File: config.mk
export PLATFORM = sky130hd
export DESIGN_NAME = fwt_cell
export DESIGN_NICKNAME = d
export VERILOG_FILES = /design/src/design/futex_waiter_table_core_defines.svh /design/src/design/fwt_pkg.sv /design/src/design/fwt_cell.sv
export SDC_FILE = /design/constraint.sdc
export NUM_CORES = 1
export LEC_CHECK = 0
export BUFFER_PORTS_ARGS = -buffer_cell sky130_fd_sc_hd__buf_2
export CELL_PAD_IN_SITES_DETAIL_PLACEMENT = 1
export CELL_PAD_IN_SITES_GLOBAL_PLACEMENT = 1
export CORE_ASPECT_RATIO = 1.2
export CORE_MARGIN = 1.5
export CORE_UTILIZATION = 33
export DETAILED_ROUTE_END_ITERATION = 16
export PLACE_DENSITY = 0.87
export SYNTH_ARGS = -nofsm -noshare
export SYNTH_HDL_FRONTEND = slang
export SYNTH_SLANG_ARGS = --single-unit
File: constraint.sdc
create_clock -name clk_i -period 9.4 [get_ports clk_i]
set_input_delay 1.88 -clock clk_i [delete_from_list [all_inputs] [get_ports clk_i]]
set_output_delay 1.88 -clock clk_i [all_outputs]
set_load 0.01 [all_outputs]
File: src/design/futex_waiter_table_core_defines.svh
// Assertion macros for the futex waiter table core.
// Used by the top level; expects clk_i and rst_ni in scope.
`ifndef FUTEX_WAITER_TABLE_CORE_DEFINES_SVH
`define FUTEX_WAITER_TABLE_CORE_DEFINES_SVH

// check a property every cycle outside reset
`define FWT_ASSERT(lbl, prop) \
  lbl: assert property (@(posedge clk_i) disable iff (!rst_ni) (prop)) \
    else $error("fwt assertion failed");

// check that a condition implies another one in the same cycle
`define FWT_ASSERT_IMPLIES(lbl, cond, prop) \
  lbl: assert property (@(posedge clk_i) disable iff (!rst_ni) (cond) |-> (prop)) \
    else $error("fwt assertion failed");

`endif

File: src/design/fwt_pkg.sv
// Types, codes and sizes for the futex waiter table.
// No dependencies; used by fwt_cell, futex_waiter_table_core and the testbench.
package fwt_pkg;

  localparam int WAITERS = 32;
  localparam int IDX_W   = $clog2(WAITERS);
  localparam int CNT_W   = 6;
  localparam int COUNT_W = 7;

  typedef enum logic [1:0] {
    REQ_ENQUEUE = 2'd0,
    REQ_WAKE    = 2'd1,
    REQ_REQUEUE = 2'd2,
    REQ_REMOVE  = 2'd3
  } req_type_e;

  typedef enum logic [2:0] {
    ST_OK        = 3'd0,
    ST_BAD_KEY   = 3'd1,
    ST_MISMATCH  = 3'd2,
    ST_FULL      = 3'd3,
    ST_NOT_FOUND = 3'd4
  } status_e;

  typedef enum logic [1:0] {
    OP_HOLD   = 2'd0,
    OP_SHIFT  = 2'd1,
    OP_ROTATE = 2'd2,
    OP_CLOSE  = 2'd3
  } cell_op_e;

  typedef enum logic [2:0] {
    FSM_IDLE = 3'b001,
    FSM_SCAN = 3'b010,
    FSM_DONE = 3'b100
  } fsm_e;

  typedef struct packed {
    logic        valid;
    logic [63:0] key;
    logic [7:0]  tid;
    logic        woken;
  } entry_t;

  typedef struct packed {
    cell_op_e   op;
    logic [7:0] tid;
  } cell_cmd_t;

endpackage

File: src/design/fwt_cell.sv
// One waiter slot of the table chain: holds an entry, shifts, rotates or closes it out.
// Depends on fwt_pkg for the entry and command types.
module fwt_cell (
  input  logic               clk_i,
  input  logic               rst_ni,
  input  fwt_pkg::cell_cmd_t cmd_i,
  input  fwt_pkg::entry_t    left_i,
  input  fwt_pkg::entry_t    right_i,
  input  logic               hit_i,
  input  logic               wk_i,
  output fwt_pkg::entry_t    ent_o,
  output logic               hit_o,
  output logic               wk_o
);

  logic        valid_q, valid_d;
  logic [63:0] key_q, key_d;
  logic [7:0]  tid_q, tid_d;
  logic        woken_q, woken_d;
  logic        mine;
  fwt_pkg::entry_t take;
  logic        load;

  assign mine  = valid_q && (tid_q == cmd_i.tid);
  assign hit_o = hit_i | mine;
  assign wk_o  = hit_i ? wk_i : woken_q;

  assign ent_o.valid = valid_q;
  assign ent_o.key   = key_q;
  assign ent_o.tid   = tid_q;
  assign ent_o.woken = woken_q;

  always_comb begin
    take = right_i;
    load = 1'b0;
    unique case (cmd_i.op)
      fwt_pkg::OP_HOLD:   load = 1'b0;
      fwt_pkg::OP_SHIFT: begin
        take = left_i;
        load = 1'b1;
      end
      fwt_pkg::OP_ROTATE: load = 1'b1;
      fwt_pkg::OP_CLOSE:  load = hit_o;
      default:            load = 1'b0;
    endcase
    valid_d = load ? take.valid : valid_q;
    key_d   = load ? take.key   : key_q;
    tid_d   = load ? take.tid   : tid_q;
    woken_d = load ? take.woken : woken_q;
  end

  always_ff @(posedge clk_i or negedge rst_ni) begin
    if (!rst_ni) begin
      valid_q <= 1'b0;
    end else begin
      valid_q <= valid_d;
    end
  end

  always_ff @(posedge clk_i) begin
    key_q   <= key_d;
    tid_q   <= tid_d;
    woken_q <= woken_d;
  end

endmodule

==> flow_summary.ini <==
[status]
outcome = completed

[grt]
overflow = 0
antenna_found_initial = 0
grt_max_degree = 75
grt_pass1_vias = 2760
track_usage_pct = 16.7
grt_first_pass_wirelength_um = 13100

[setup_path]
slowest_delay_ns = 0.29
slowest_stage = o31ai_1
r2r_setup_slack_ns = 6.88
crit_required_ns = 7.52
path_class = in -> out
end_kind = output pin
crit_top_cell = buf_2
arrival_ns = 2.92
startpoint_type = input pin
crit_fanout = 2
crit_chain = buf_2 > xnor2_1 > o2111ai_1 > o31ai_1 > buf_2

[synthesis]
yosysMostFrequentCell = mux2_2
syn_nets = 349
ys_ff_latch = 74
yosys.area.top_type = edfxtp_1
synth_edf_count = 73
syn-cell-area_um2 = 3310
yosys-top-cells-area = edfxtp_1, mux2_2, xnor2_1
syn_inst = 184
yosys_most_used_dff = edfxtp_1
netlist.area_leader.share_pct = 66.3
ys_warn_count = 0
syn_area_per_cell_um2 = 18.0
yosysSeqAreaShare_pct = 67.0
yosysUniqueCellTypes = 17
async_flop_share_pct = 1.35
yosys-top-cells-count = mux2_2, edfxtp_1, buf_2, xnor2_1, inv_1

[floorplan]
rows = 39
ios = 238
start_util_pct = 34.4
die_h_um = 113
core_um2 = 9610
dieWidth_um = 94.4
die_area_um2 = 10600

[sta]
relSlewSlack_pct = 33.7
fin_crit_ns = 4.80
fmax_mhz = 208
worstMarginPinSlew_ns = 0.994
setup_viol = 0
skew_ns = 0.00753
holdWs_ns = 0.632
finalHoldViolations = 0
rsz0062_at_grt = no
period_share_pct = 51.0
setup_tns_ns = 0
slew_viol_final = 0

[route]
wl_per_cell_um = 16.4
drt-total-wl_um = 9020
drc = 0
ant_nets = 0
dr.pass1.iters = 4
vias = 2532
vias_per_cell = 4.60
drt-initial-drc-count = 43

[job]
maxCapViolations = 0

[cts]
clock_path_buffers = 2
cts_setup_buffers = 0
cts_sinks = 74
cts_tree = done
htreeDepth = 3
numCtsBuffers = 9
insertion_delay_ns = 0.32
cts_resized = 0
clk_pin_slew_ns = 0.05
clockRootBuffer = clkbuf_16
cts_hold_buf = 0

[layout]
layout-drive-gt1-share_pct = 76.6
nets = 588
diodes = 0
area_growth_pct = 49.1

[power]
power_density_nw_per_um2 = 195
leakage_nw = 2.18
vdd_drop_max_mv = 0.0997
total_power_w = 0.000963

[placement]
gp_congestion = 0.730
port_buffers = 237

[hold_path]
holdCritPathClass = reg -> reg
state kept, by name (all words and copies together), names as in the netlist:
signal / cells
woken_q: 1
key_q: 64
tid_q: 8
valid_q: 1
cell families (layout without fill, tap and decap cells):
group                    after synthesis  count (layout)  share of synthesized area [%]
AO/OA/AOI/OAI                          5               5                           1.29
XOR/XNOR                               7               7                           1.85
adder cells (fa/ha/maj)                3               3                           1.14
buffers and inverters                 14             258                           2.12
flip-flops                            74              74                           67.0
multiplexers                          75              75                           25.5
AND/OR/NAND/NOR                        6               6                           1.06
final timing paths:
path	from	endpoint	cells past startpoint
setup / recovery	cmd_i[7]	hit_o	5
hold / removal	valid_q	valid_q	2
setup reg to reg	tid_q[7]	key_q[23]	4
hold reg to reg	valid_q	valid_q	2
max in group asynchronous	rst_ni	valid_q	1
min in group asynchronous	rst_ni	valid_q	1
per-layer routing:
layer	wire (µm)	global-route usage (%)
met1	2890	15.3
met2	5180	33.0
met3	795	5.22
met4	151	6.07
met5	0	0
critical path: cells and delay by family:
kind / cells / cell delay [ns]
AO/OA/AOI/OAI: 2 / 0.57
buffers and inverters: 2 / 0.26
XOR/XNOR: 1 / 0.20
final cells by class:
| type | count | area [µm²] |
|---|---|---|
| inverters | 4 | 15.0 |
| repair buffers | 238 | 1190 |
| multi-input cells | 96 | 1040 |
| well taps | 123 | 154 |
| clock buffers | 9 | 225 |
| clock inverters | 7 | 83.8 |
| flip-flops and latches | 74 | 2220 |
| fillers | 1047 | 4680 |
per-stage QoR:
step | worst slack, ns | util, % | instance area, µm² | cells
after global placement | 4.66 | 48.1 | 4620 | 535
final | 4.60 | 51.3 | 4930 | 551
after global routing | 4.55 | 51.3 | 4930 | 551
after floorplan | 2.48 | - | 3310 | 184
after detailed placement | 4.59 | 48.1 | 4620 | 535
after CTS | 4.58 | 51.3 | 4930 | 551
placed cells by master, fill, tap and decap left out, drive strengths merged:
master | synthesis | layout
nand2b | 2 | 2
clkinv | 0 | 4
a21oi | 2 | 2
o2111ai | 1 | 1
o31ai | 1 | 1
nand3 | 2 | 2
buf | 10 | 238
nor2b | 1 | 1
clkbuf | 0 | 9
dfrtp | 1 | 1
mux2i | 1 | 1
edfxtp | 73 | 73
inv | 4 | 4
or2 | 1 | 1
bufinv | 0 | 2
ha | 3 | 3
xnor2 | 7 | 7
o41ai | 1 | 1
mux2 | 74 | 74
clkinvlp | 0 | 1
power breakdown:
group,switching [W],internal (W)
clock,0.000124,0.000229
combinational,0.0000871,0.0000848
sequential,0.0000159,0.000422
total,0.000227,0.000736
Note: power is estimated with default switching activity, not from simulation.
